===== src/hdl/mbe_pkg.sv =====
// ----------------------------------------------------------------------------
// mbe_pkg: shared definitions for the Mandelbrot escape-time core
// Register indexes, reset values, queue entry type, saturation helper.
// ----------------------------------------------------------------------------
package mbe_pkg;

   localparam int DATA_BITS      = 32;
   localparam int CSR_INDEX_BITS = 3;
   localparam int LIMIT_BITS     = 16;
   localparam int QUEUE_DEPTH    = 2;

   localparam int DEF_COORD_BITS = 12;
   localparam int DEF_FRAC_BITS  = 22;
   localparam int DEF_COUNT_BITS = 16;

   // register indexes
   localparam logic [CSR_INDEX_BITS-1:0] REG_STEP_X_RE  = 3'd0;
   localparam logic [CSR_INDEX_BITS-1:0] REG_STEP_X_IM  = 3'd1;
   localparam logic [CSR_INDEX_BITS-1:0] REG_STEP_Y_RE  = 3'd2;
   localparam logic [CSR_INDEX_BITS-1:0] REG_STEP_Y_IM  = 3'd3;
   localparam logic [CSR_INDEX_BITS-1:0] REG_ORIGIN_RE  = 3'd4;
   localparam logic [CSR_INDEX_BITS-1:0] REG_ORIGIN_IM  = 3'd5;
   localparam logic [CSR_INDEX_BITS-1:0] REG_ITER_LIMIT = 3'd6;

   // reset values
   localparam logic signed [DATA_BITS-1:0] RST_STEP_X_RE = 32'sd9175;
   localparam logic signed [DATA_BITS-1:0] RST_STEP_X_IM = 32'sd0;
   localparam logic signed [DATA_BITS-1:0] RST_STEP_Y_RE = 32'sd0;
   localparam logic signed [DATA_BITS-1:0] RST_STEP_Y_IM = 32'sd9173;
   localparam logic signed [DATA_BITS-1:0] RST_ORIGIN_RE = -32'sd10905190;
   localparam logic signed [DATA_BITS-1:0] RST_ORIGIN_IM = -32'sd4953473;
   localparam logic [LIMIT_BITS-1:0]       RST_ITER_LIMIT = 16'd50;

   // one mapped point waiting for the iteration engine
   typedef struct packed {
      logic signed [DATA_BITS-1:0] c_re;
      logic signed [DATA_BITS-1:0] c_im;
      logic [LIMIT_BITS-1:0]       limit;
   } point_type;

   function automatic logic signed [DATA_BITS-1:0] sat32(input logic signed [63:0] v);
      logic signed [DATA_BITS-1:0] r;
      if (v > 64'sd2147483647) begin
         r = 32'sh7fffffff;
      end else if (v < -64'sd2147483648) begin
         r = 32'sh80000000;
      end else begin
         r = v[DATA_BITS-1:0];
      end
      return r;
   endfunction

endpackage


===== src/hdl/mbe_queue.sv =====
// ----------------------------------------------------------------------------
// mbe_queue: small FIFO of mapped points
// Decouples the mapping front from the iteration engine.
// ----------------------------------------------------------------------------
module mbe_queue
   import mbe_pkg::*;
(
   input  logic      clock,
   input  logic      reset,
   input  logic      push_valid,
   output logic      push_ready,
   input  point_type push_data,
   output logic      pop_valid,
   input  logic      pop_ready,
   output point_type pop_data
);

   localparam int PTR_W = (QUEUE_DEPTH > 1) ? $clog2(QUEUE_DEPTH) : 1;
   localparam int CNT_W = $clog2(QUEUE_DEPTH + 1);
   localparam logic [PTR_W-1:0] LAST_PTR = PTR_W'(QUEUE_DEPTH - 1);

   point_type        entry_ff [QUEUE_DEPTH];
   logic [PTR_W-1:0] wr_ptr_ff, wr_ptr_in, rd_ptr_ff, rd_ptr_in;
   logic [CNT_W-1:0] count_ff, count_in;
   logic             do_push, do_pop;

   assign push_ready = (count_ff != CNT_W'(QUEUE_DEPTH));
   assign pop_valid  = (count_ff != '0);
   assign pop_data   = entry_ff[rd_ptr_ff];
   assign do_push    = push_valid && push_ready;
   assign do_pop     = pop_valid && pop_ready;

   always_comb begin
      wr_ptr_in = wr_ptr_ff;
      rd_ptr_in = rd_ptr_ff;
      count_in  = count_ff;
      if (do_push) begin
         wr_ptr_in = (wr_ptr_ff == LAST_PTR) ? '0 : wr_ptr_ff + 1'b1;
      end
      if (do_pop) begin
         rd_ptr_in = (rd_ptr_ff == LAST_PTR) ? '0 : rd_ptr_ff + 1'b1;
      end
      if (do_push && !do_pop) begin
         count_in = count_ff + 1'b1;
      end else if (do_pop && !do_push) begin
         count_in = count_ff - 1'b1;
      end
   end

   always_ff @(posedge clock) begin
      if (reset) begin
         wr_ptr_ff <= '0;
         rd_ptr_ff <= '0;
         count_ff  <= '0;
      end else begin
         wr_ptr_ff <= wr_ptr_in;
         rd_ptr_ff <= rd_ptr_in;
         count_ff  <= count_in;
      end
   end

   always_ff @(posedge clock) begin
      if (do_push) begin
         entry_ff[wr_ptr_ff] <= push_data;
      end
   end

endmodule


===== config.mk =====
export PLATFORM = sky130hd
export DESIGN_NAME = mbe_queue
export DESIGN_NICKNAME = d
export VERILOG_FILES = /design/src/hdl/mbe_pkg.sv /design/src/hdl/mbe_queue.sv
export SDC_FILE = /design/constraint.sdc
export NUM_CORES = 1
export LEC_CHECK = 0
export BUFFER_PORTS_ARGS = -buffer_cell sky130_fd_sc_hd__buf_2
export CAP_MARGIN = 10
export CORE_AREA = 2 2 113 104
export CTS_CLUSTER_SIZE = 20
export DETAILED_ROUTE_END_ITERATION = 6
export DIE_AREA = 0 0 115 106
export PLACE_DENSITY = 0.84
export SLEW_MARGIN = 15
export SYNTH_ARGS = -nofsm -noshare
export SYNTH_HDL_FRONTEND = slang
export SYNTH_SLANG_ARGS = --single-unit

===== constraint.sdc =====
create_clock -name clock -period 8.5 [get_ports clock]
set_clock_uncertainty 0.05 [all_clocks]
set_input_delay 0.85 -clock clock [delete_from_list [all_inputs] [get_ports clock]]
set_output_delay 0.85 -clock clock [all_outputs]
set_load 0.05 [all_outputs]

==> out/qor.csv <==
metric,value,unit
status,"finished, final reports clean",
Critical Path Sink Type,primary output,
fraction of the yosys area taken by sequential cells,81.9,%
chip width,115,microns
Pleak,0.00281,uW
peak fanout along the critical path,80,
met3 WL,816,microns
Post-Syn Instances,273,
Synth area leader,edfxtp_1,
worst skew pair latency,0.41,ns
Worst R2R Path Depth,4,
CTS Sinks,165,
"Slowest-stage cell, CP",dfxtp_4,
TNS Setup,0,ns
Hold Buf Count CTS,0,
register bit total from synthesis,165,
max incr delay on CP,1.02,ns
largest net degree at the start of global routing,81,
Post-DP HPWL,6.47,mm
met2 wire len,5.31,mm
share of power burned in the clock network,27.5,%
worst reg2reg path startpoint,count_ff[0]$_SDFFE_PP0P_,
starting density of the core,53.9,%
diode count,0,
DR WL/cell,17.6,microns
fmax,324,MHz
vias in the first global route,3275,
Port Buf Inserts,165,
CTS tree,yes,
Comb pwr share,31.5,%
Chip Height,106,microns
switching share of power,36.0,%
Worst Path Required,7.60,ns
first-pass GRT wire length,15.7,mm
DR vias,3079,
final setup vio count,0,
PwrDens,356,mW/mm^2
HP Class,flop to flop,
Area Growth Syn to Fin,25.5,%
Worst Path Arrival,2.18,ns
CP endpoint,pop_data[68],
clock-pin slew on the worst setup and hold paths,0.06,ns
Worst R2R Setup Slack,6.08,ns
Critical Path Source Type,flop,
RSZ-0062 raised after global routing,no,
Avg Inst Size Synth,21.9,sq um
filler instances,745,
total chip power,2670,uW
placed insts,566,
wl on met1,4.19,mm
Crit path max-delay family,flip-flops,
number of cell rows,37,
top layer in use,met4,
DRT iter0 DRCs,259,
Routed Wire Length,10.5,mm
Pre-antenna DRT Iters,4,
worst vdd ir,0.271,mV
remaining antenna violation count,0,
Post-CTS Repair Setup Buffers,0,
grt total ovfl,0,
Synthesized Nets,358,
fin. max-slew vios,0,
share of the synthesized area in the top cell type,80.3,%
Hold WS,0.480,ns
GRT Overall Usage,17.7,%
Worst slew margin,26.8,%
worst-case clock buffer depth,2,
Worst R2R End,entry_ff[0][17]$_DFFE_PP_,
Max Cap Violations,0,
CTS Root Cell,clkbuf_16,
Flop pwr share,41.0,%
fraction of layout cells with a size suffix above 1,60.2,%
Switch Pwr,960,uW
Synth area leaders,"edfxtp_1, mux2_2, dfxtp_1",
crit path kind,flop to primary output,
die area,0.0122,sq mm
routed vias/inst,5.17,
synth warn,0,
post-cts resize count,0,
Final Cycle Share,36.3,%
core area,0.0111,sq mm
Final Hold Viols,0,
H-tree depth,4,
Final #Nets,534,
"non-filler cells, final",596,
cell depth of the worst setup path,2,
Pint,1710,uW
GPL Wtd Cong,0.699,
Ports,166,
crit path cell chain,mux2_2 -> buf_2,
Unique masters post-synth,18,
mapped cell area,0.00599,sq mm
Worst-Margin Slew,1.10,ns
"Buf+Inv Stages, Crit Path",1,
drt drc,0,
initial antenna violation count,0,
Tmin final,3.08,ns
CTS buffer count,17,
[placed cells by master, fill, tap and decap left out, types with 4 or more instances in the layout]
master,n
buf_2,165
clkbuf_16,17
edfxtp_1,160
dfxtp_1,4
mux2_2,80
clkinv_2,4
[final cells by class]
type	count	area [sq um]	area share [%]
Sequential cell	165	4910	65.4
Multi-Input combinational cell	98	1020	13.6
Timing Repair Buffer	166	833	11.1
Clock buffer	18	429	5.71
Tap cell	136	170	2.27
Clock inverter	12	139	1.85
Inverter	1	5.00	0.0666
[how the worst min path moves through the flow]
stage | start | to | slack, ns | cells past startpoint
floorplan | count_ff[1]$_SDFFE_PP0P_ | count_ff[1]$_SDFFE_PP0P_ | 0.42 | 2
global placement | rd_ptr_ff$_SDFFE_PP0P_ | rd_ptr_ff$_SDFFE_PP0P_ | 0.43 | 2
detailed placement | rd_ptr_ff$_SDFFE_PP0P_ | rd_ptr_ff$_SDFFE_PP0P_ | 0.45 | 2
CTS | count_ff[1]$_SDFFE_PP0P_ | count_ff[1]$_SDFFE_PP0P_ | 0.48 | 2
global route | count_ff[1]$_SDFFE_PP0P_ | count_ff[1]$_SDFFE_PP0P_ | 0.53 | 2
finish | count_ff[1]$_SDFFE_PP0P_ | count_ff[1]$_SDFFE_PP0P_ | 0.48 | 2
[layer usage]
layer / up-vias / global-route usage [%]
met4: 0 / 8.18
li1: 1433 / -
met1: 1499 / 20.3
met5: - / 0
met3: 17 / 7.07
met2: 130 / 29.0
[stage by stage]
stage | setup slack [ns] | util (%) | cell area (sq um)
after global routing | 5.33 | 67.6 | 7510
after CTS | 5.39 | 67.6 | 7510
final | 5.42 | 67.6 | 7510
after floorplan | 5.10 | - | 5990
after detailed placement | 5.81 | 62.5 | 6940
after global placement | 5.86 | 62.5 | 6940
[cell usage after synthesis]
cell and instances:
nand3b_1 1, mux2_2 80, a21bo_2 1, nor2_1 3, nand2b_1 1, and2_1 1
a21oi_1 2, and3_1 1, or3_1 1, ha_1 1, inv_1 1, buf_2 4
or2_2 1, o21ai_0 2, xor2_1 3, dfxtp_1 5, edfxtp_1 160, buf_4 5
[worst reg2reg max path, cell delays in order (launching register included)]
cell	delay [ns]
dfxtp_1	0.42
nand2b_1	0.24
nand3b_1	0.17
clkinv_2	0.56
buf_4	0.60
[sequential cells by signal (all words and copies together) (netlist names), named ones only]
signal and count:
entry_ff 160, wr_ptr_ff 1, count_ff 2, rd_ptr_ff 1
[power by group through the flow]
stage / Combinational (uW) / Clock, uW / Sequential (uW)
floorplan: 722 / 0 / 1060
global placement: 834 / 0 / 1110
detailed placement: 843 / 0 / 1120
CTS: 849 / 747 / 1100
global route: 878 / 779 / 1110
finish: 842 / 733 / 1100
[logic make-up (layout without fill, tap and decap cells)]
group                      Yosys count  count (layout)  share of synthesized area [%]
buffers and inverters               10             197                           1.02
and+or+nand+nor                      9               9                          0.836
DFF                                165             165                           81.9
muxes                               80              80                           15.1
AOI/OAI and AO/OA                    5               5                          0.502
xor gates and xnor gates             3               3                          0.439
adders and majority gates            1               1                          0.209
Power figures use the tool's default switching activity.
