--- config.mk ---
export PLATFORM = sky130hd
export DESIGN_NAME = mbe_front
export DESIGN_NICKNAME = d
export VERILOG_FILES = /design/src/hdl/mbe_pkg.sv /design/src/hdl/mbe_front.sv
export SDC_FILE = /design/constraint.sdc
export NUM_CORES = 2
export LEC_CHECK = 0
export ABC_AREA = 0
export BUFFER_PORTS_ARGS = -buffer_cell sky130_fd_sc_hd__buf_2
export CORE_UTILIZATION = 61
export CTS_BUF_LIST = sky130_fd_sc_hd__clkbuf_8
export CTS_CLUSTER_SIZE = 10
export DETAILED_ROUTE_END_ITERATION = 12
export PLACE_DENSITY = 0.81
export SYNTH_ARGS = -nofsm -noshare
export SYNTH_HDL_FRONTEND = slang
export SYNTH_SLANG_ARGS = --single-unit
--- constraint.sdc ---
create_clock -name clock -period 7.39 [get_ports clock]
set_input_delay 1.1085 -clock clock [delete_from_list [all_inputs] [get_ports clock]]
set_output_delay 1.1085 -clock clock [all_outputs]
set_load 0.01 [all_outputs]
--- src/hdl/mbe_pkg.sv ---
// ----------------------------------------------------------------------------
// mbe_pkg: shared definitions for the Mandelbrot escape-time core
// Register indexes, reset values, queue entry type, saturation helper.
// ----------------------------------------------------------------------------
package mbe_pkg;

   localparam int DATA_BITS      = 32;
   localparam int CSR_INDEX_BITS = 3;
   localparam int LIMIT_BITS     = 16;
   localparam int QUEUE_DEPTH    = 2;

   localparam int DEF_COORD_BITS = 12;
   localparam int DEF_FRAC_BITS  = 22;
   localparam int DEF_COUNT_BITS = 16;

   // register indexes
   localparam logic [CSR_INDEX_BITS-1:0] REG_STEP_X_RE  = 3'd0;
   localparam logic [CSR_INDEX_BITS-1:0] REG_STEP_X_IM  = 3'd1;
   localparam logic [CSR_INDEX_BITS-1:0] REG_STEP_Y_RE  = 3'd2;
   localparam logic [CSR_INDEX_BITS-1:0] REG_STEP_Y_IM  = 3'd3;
   localparam logic [CSR_INDEX_BITS-1:0] REG_ORIGIN_RE  = 3'd4;
   localparam logic [CSR_INDEX_BITS-1:0] REG_ORIGIN_IM  = 3'd5;
   localparam logic [CSR_INDEX_BITS-1:0] REG_ITER_LIMIT = 3'd6;

   // reset values
   localparam logic signed [DATA_BITS-1:0] RST_STEP_X_RE = 32'sd9175;
   localparam logic signed [DATA_BITS-1:0] RST_STEP_X_IM = 32'sd0;
   localparam logic signed [DATA_BITS-1:0] RST_STEP_Y_RE = 32'sd0;
   localparam logic signed [DATA_BITS-1:0] RST_STEP_Y_IM = 32'sd9173;
   localparam logic signed [DATA_BITS-1:0] RST_ORIGIN_RE = -32'sd10905190;
   localparam logic signed [DATA_BITS-1:0] RST_ORIGIN_IM = -32'sd4953473;
   localparam logic [LIMIT_BITS-1:0]       RST_ITER_LIMIT = 16'd50;

   // one mapped point waiting for the iteration engine
   typedef struct packed {
      logic signed [DATA_BITS-1:0] c_re;
      logic signed [DATA_BITS-1:0] c_im;
      logic [LIMIT_BITS-1:0]       limit;
   } point_type;

   function automatic logic signed [DATA_BITS-1:0] sat32(input logic signed [63:0] v);
      logic signed [DATA_BITS-1:0] r;
      if (v > 64'sd2147483647) begin
         r = 32'sh7fffffff;
      end else if (v < -64'sd2147483648) begin
         r = 32'sh80000000;
      end else begin
         r = v[DATA_BITS-1:0];
      end
      return r;
   endfunction

endpackage

--- src/hdl/mbe_front.sv ---
// ----------------------------------------------------------------------------
// mbe_front: register file and pixel-to-point mapping
// Holds the CSRs, multiplies pixel indexes by the steps, adds the origin.
// ----------------------------------------------------------------------------
module mbe_front
   import mbe_pkg::*;
#(
   parameter int COORD_BITS = DEF_COORD_BITS
) (
   input  logic                      clock,
   input  logic                      reset,
   input  logic                      csr_valid,
   input  logic [CSR_INDEX_BITS-1:0] csr_index,
   input  logic [DATA_BITS-1:0]      csr_data,
   input  logic                      req_valid,
   output logic                      req_ready,
   input  logic [COORD_BITS-1:0]     req_col,
   input  logic [COORD_BITS-1:0]     req_row,
   output logic                      q_valid,
   input  logic                      q_ready,
   output point_type                 q_data
);

   localparam int PROD_W = DATA_BITS + COORD_BITS + 1;
   localparam int SUM_W  = PROD_W + 2;

   logic signed [DATA_BITS-1:0] step_x_re_ff, step_x_re_in;
   logic signed [DATA_BITS-1:0] step_x_im_ff, step_x_im_in;
   logic signed [DATA_BITS-1:0] step_y_re_ff, step_y_re_in;
   logic signed [DATA_BITS-1:0] step_y_im_ff, step_y_im_in;
   logic signed [DATA_BITS-1:0] origin_re_ff, origin_re_in;
   logic signed [DATA_BITS-1:0] origin_im_ff, origin_im_in;
   logic [LIMIT_BITS-1:0]       limit_ff, limit_in;

   logic                     s1_valid_ff, s1_valid_in;
   logic signed [PROD_W-1:0] p_xr_ff, p_xr_in, p_yr_ff, p_yr_in;
   logic signed [PROD_W-1:0] p_xi_ff, p_xi_in, p_yi_ff, p_yi_in;
   logic [LIMIT_BITS-1:0]    s1_limit_ff, s1_limit_in;

   logic signed [PROD_W-1:0] col_ext, row_ext;
   logic signed [SUM_W-1:0]  sum_re, sum_im;
   logic                     req_take;

   // CSR writes
   always_comb begin
      step_x_re_in = step_x_re_ff;
      step_x_im_in = step_x_im_ff;
      step_y_re_in = step_y_re_ff;
      step_y_im_in = step_y_im_ff;
      origin_re_in = origin_re_ff;
      origin_im_in = origin_im_ff;
      limit_in     = limit_ff;
      if (csr_valid) begin
         case (csr_index)
            REG_STEP_X_RE:  step_x_re_in = csr_data;
            REG_STEP_X_IM:  step_x_im_in = csr_data;
            REG_STEP_Y_RE:  step_y_re_in = csr_data;
            REG_STEP_Y_IM:  step_y_im_in = csr_data;
            REG_ORIGIN_RE:  origin_re_in = csr_data;
            REG_ORIGIN_IM:  origin_im_in = csr_data;
            REG_ITER_LIMIT: limit_in     = csr_data[LIMIT_BITS-1:0];
            default: ;
         endcase
      end
   end

   always_ff @(posedge clock) begin
      if (reset) begin
         step_x_re_ff <= RST_STEP_X_RE;
         step_x_im_ff <= RST_STEP_X_IM;
         step_y_re_ff <= RST_STEP_Y_RE;
         step_y_im_ff <= RST_STEP_Y_IM;
         origin_re_ff <= RST_ORIGIN_RE;
         origin_im_ff <= RST_ORIGIN_IM;
         limit_ff     <= RST_ITER_LIMIT;
      end else begin
         step_x_re_ff <= step_x_re_in;
         step_x_im_ff <= step_x_im_in;
         step_y_re_ff <= step_y_re_in;
         step_y_im_ff <= step_y_im_in;
         origin_re_ff <= origin_re_in;
         origin_im_ff <= origin_im_in;
         limit_ff     <= limit_in;
      end
   end

   // stage 1: four step * index products
   assign req_ready = !s1_valid_ff || q_ready;
   assign req_take  = req_valid && req_ready;
   assign col_ext   = {{(PROD_W-COORD_BITS){1'b0}}, req_col};
   assign row_ext   = {{(PROD_W-COORD_BITS){1'b0}}, req_row};

   always_comb begin
      s1_valid_in = s1_valid_ff;
      p_xr_in     = p_xr_ff;
      p_yr_in     = p_yr_ff;
      p_xi_in     = p_xi_ff;
      p_yi_in     = p_yi_ff;
      s1_limit_in = s1_limit_ff;
      if (req_take) begin
         s1_valid_in = 1'b1;
         p_xr_in     = PROD_W'(step_x_re_ff) * col_ext;
         p_yr_in     = PROD_W'(step_y_re_ff) * row_ext;
         p_xi_in     = PROD_W'(step_x_im_ff) * col_ext;
         p_yi_in     = PROD_W'(step_y_im_ff) * row_ext;
         s1_limit_in = limit_ff;
      end else if (q_ready) begin
         s1_valid_in = 1'b0;
      end
   end

   always_ff @(posedge clock) begin
      if (reset) begin
         s1_valid_ff <= 1'b0;
      end else begin
         s1_valid_ff <= s1_valid_in;
      end
      p_xr_ff     <= p_xr_in;
      p_yr_ff     <= p_yr_in;
      p_xi_ff     <= p_xi_in;
      p_yi_ff     <= p_yi_in;
      s1_limit_ff <= s1_limit_in;
   end

   // stage 2: add origin, clamp, push into the queue
   assign sum_re = SUM_W'(p_xr_ff) + SUM_W'(p_yr_ff) + SUM_W'(origin_re_ff);
   assign sum_im = SUM_W'(p_xi_ff) + SUM_W'(p_yi_ff) + SUM_W'(origin_im_ff);

   assign q_valid      = s1_valid_ff;
   assign q_data.c_re  = sat32(64'(sum_re));
   assign q_data.c_im  = sat32(64'(sum_im));
   assign q_data.limit = s1_limit_ff;

endmodule

==> out/metrics.csv <==
metric,value,unit
"Cell Area, Synth",73610,um^2
cell with the most instances after synthesis,inv_1,
fin nets,10330,
post-synth top area share,39.27,%
Netlist cell types,80,
RSZ-0062 raised after global routing,no,
Placer Congestion,0.9430,
H-tree Lvls,3,
crit path DAT,6040,ps
"Core Util, Final",65.41,%
outcome,"complete, no violations",
Critical-path top delay cell,o41a_4,
Avg Inst Size Synth,8.859,um^2
flop2flop setup slack,630,ps
Mapped Cells,8309,
clock latency on the worst-skew pair,750,ps
Synth Flop Type,dfxtp_1,
GR Overflow Total,0,
final wirelength,196.3,mm
Area contributors post-synth,"fa_1 39%, inv_1 9.4%, ha_1 8.3%, edfxtp_1 8.0%, nand2_1 7.1%",
largest net degree at the start of global routing,152,
Post-Place Cells,9868,
Starting Density,61.44,%
Clock transition at path regs,60,ps
endpoints failing setup,0,
WHS Path Cells,0,
Die X,349.4,um
io pins,146,
CP bufs+invs,2,
r2r endpoint,p_yr_ff[44],
Least-Margin Pin Slew,1196,ps
critical path startpoint category,register,
worst-path maximum fanout,6,
asr flop ratio synth,0,%
vias in the first global route,60410,
Slew headroom,20.26,%
Lkg Pwr,39.24,nW
mux cell area share after synthesis,0.01530,%
Starting DRT DRC Count,4168,
cell family with most CP delay,compound AO/OA/AOI/OAI gates,
wire per inst,19.60,um
Max Cap Viol,0,
Antenna Nets Post-Route,0,
total number of vias,56040,
CP peak stage delay,580,ps
Compound-Gate Fraction of Synth Area,7.722,%
core area,119800,um^2
area delta synth->final,6.464,%
Hold Path Origin,limit_ff[3],
count of final hold-check violations,0,
Synth Area in Adders,47.53,%
Residual DRC,0,
simple-gate share of the synthesized area,16.60,%
total iterations of the first detailed-routing run,6,
Final Max Tran Viols,0,
Max Fclk,139.9,MHz
CTS tree,built,
clock period minus worst slack,7149,ps
initial antenna violation count,15,
maximum VDD drop,0.0003081,V
Crit Path Category,reg2out,
Register-to-Register Path Depth,23,
DIE AREA,122100,um^2
vias per inst,5.596,
Hold Path Class,reg2reg,
CP Cell Sequence,"fa_1, ha_1, fa_1, a211oi_2, o21ai_2, a221oi_4, a21oi_2, a311o_1, o21ba_1, a221o_1, a21oi_4, o21ai_1, xnor2_1, o41a_4, o31ai_2, buf_4, buf_2",
"EDFF count, synth",196,
largest family of logic cells by synthesized area,adder cells,
CTS sink count,405,
fin crit share,96.74,%
hold path endpoint,s1_limit_ff[3],
Port Buffer Count,145,
Worst Skew,41.88,ps
synth cell count leaders,"1,842 x inv_1, 1,444 x fa_1, 1,392 x nand2_1",
layout cells sized above 1,6.155,%
final cell count without fillers,10020,
Post-Synth XOR/XNOR Area,2.939,%
Yosys reg bits,405,
CTS root buf,clkbuf_8,
GRT Overall Usage,33.48,%
row count,127,
sequential area share after synthesis,13.68,%
reg2reg start,step_y_re_ff[8],
CP most frequent cell,fa_1,
Yosys top cell by area,fa_1,
first-pass GRT wire length,317.9,mm
Syn Nets,10300,
pwr/cell area,213.1,nW/um^2
TritonCTS Buffers,76,
crit end category,output port,
Max Buffers Root-to-Sink,3,
post-DP HPWL,154.5,mm
die height,349.4,um
Yosys warnings,0,
Worst Path Required,6280,ps
## layer usage
layer | vias up | routed length, um | GRT usage, %
li1 | 25020 | - | -
met3 | 601 | 16990 | 6.884
met5 | - | 19 | 0
met1 | 28110 | 74210 | 41.77
met2 | 2313 | 93230 | 54.91
met4 | 4 | 11810 | 17.96
## sequential cells by signal, summed over array words and instances, names as in the netlist
| signal | count |
|---|---|
| limit_ff | 16 |
| origin_im_ff | 32 |
| origin_re_ff | 32 |
| p_xi_ff | 45 |
| p_xr_ff | 45 |
| p_yi_ff | 45 |
| p_yr_ff | 45 |
| q_valid | 1 |
| s1_limit_ff | 16 |
| step_x_im_ff | 32 |
| step_x_re_ff | 32 |
| step_y_im_ff | 32 |
| step_y_re_ff | 32 |
## cell families (layout without fill, tap and decap cells)
| logic type | Yosys count | count (layout) |
|---|---|---|
| AO/OA/AOI/OAI | 906 | 906 |
| XOR/XNOR | 247 | 247 |
| adder cells (fa/ha/maj) | 1930 | 1930 |
| buffers and inverters | 2251 | 2341 |
| flip-flops | 405 | 405 |
| multiplexers | 1 | 1 |
| other | 0 | 4 |
| AND/OR/NAND/NOR | 2569 | 2569 |
## worst max-delay path by stage
stage                     from           to  cells after the start
finish              p_yr_ff[1]   q_data[53]                     17
global route        p_xi_ff[1]   q_data[35]                     17
CTS                 p_xr_ff[1]   q_data[56]                     16
detailed placement  req_col[2]  p_xr_ff[43]                     26
global placement    req_row[1]  p_yi_ff[43]                     27
floorplan           req_col[4]  p_xi_ff[35]                     24
## where the power goes
group / leakage (nW) / switching, mW / internal, mW
clock: 0.916 / 1.17 / 1.36
combinational: 34.7 / 6.53 / 4.48
sequential: 3.64 / 0.276 / 2.89
total: 39.2 / 7.98 / 8.73
## cell usage in the layout, fill, tap and decap left out, types with 185 or more instances in the layout
| cell type | instances |
|---|---|
| fa_1 | 1444 |
| buf_4 | 201 |
| inv_1 | 1861 |
| a21oi_1 | 361 |
| nand2_1 | 1392 |
| ha_1 | 486 |
| edfxtp_1 | 196 |
| xnor2_1 | 185 |
| and2_1 | 702 |
| dfxtp_1 | 209 |
## area by class of cell
type	instances	area, um^2
diodes	4	10.01
clock buffers	84	1156
clock inverters	56	530.5
fillers	9588	41440
inverters	1842	6914
multi-input cells	5653	55170
flip-flops and latches	405	10070
well taps	1612	2017
repair buffers	359	2501
## what timing repair did
action / CTS / global route
endpoints found under the setup margin: 4 / 62
hold buffers: 0 / 0
pin swaps: 0 / 3
resized for setup: 3 / 8
buffers inserted: 0 / 3
## stage by stage
stage,power (mW),TNS (ps),setup WS [ps],instance area [um^2],hold WS (ps)
2_1_floorplan,10.49,0,112.4,73610,408.1
3_3_place_gp,13.71,0,10.15,76600,413.0
3_5_place_dp,13.91,-315.1,-92.76,76600,421.5
4_1_cts,16.53,-280.2,-141.3,78300,436.1
5_1_grt,17.99,0,36.66,78360,440.5
6_report,16.70,0,240.9,78370,432.5
## worst register-to-register path: stages, from the launching register on
cell and delay (ps):
dfxtp_1 750, nand2_1 170, fa_1 530, fa_1 530, inv_1 60, fa_1 490, fa_1 490, inv_1 50
fa_1 540, inv_1 60, ha_1 320, nand2_1 70, or3_1 440, nor2_1 140, o31ai_1 130, a211oi_1 290
buf_4 170, nor2_1 70, a311o_1 350, a211oi_1 300, or4_1 190, a31o_2 170, a21oi_1 80, xnor2_1 130
Note: power is estimated with default switching activity, not from simulation.
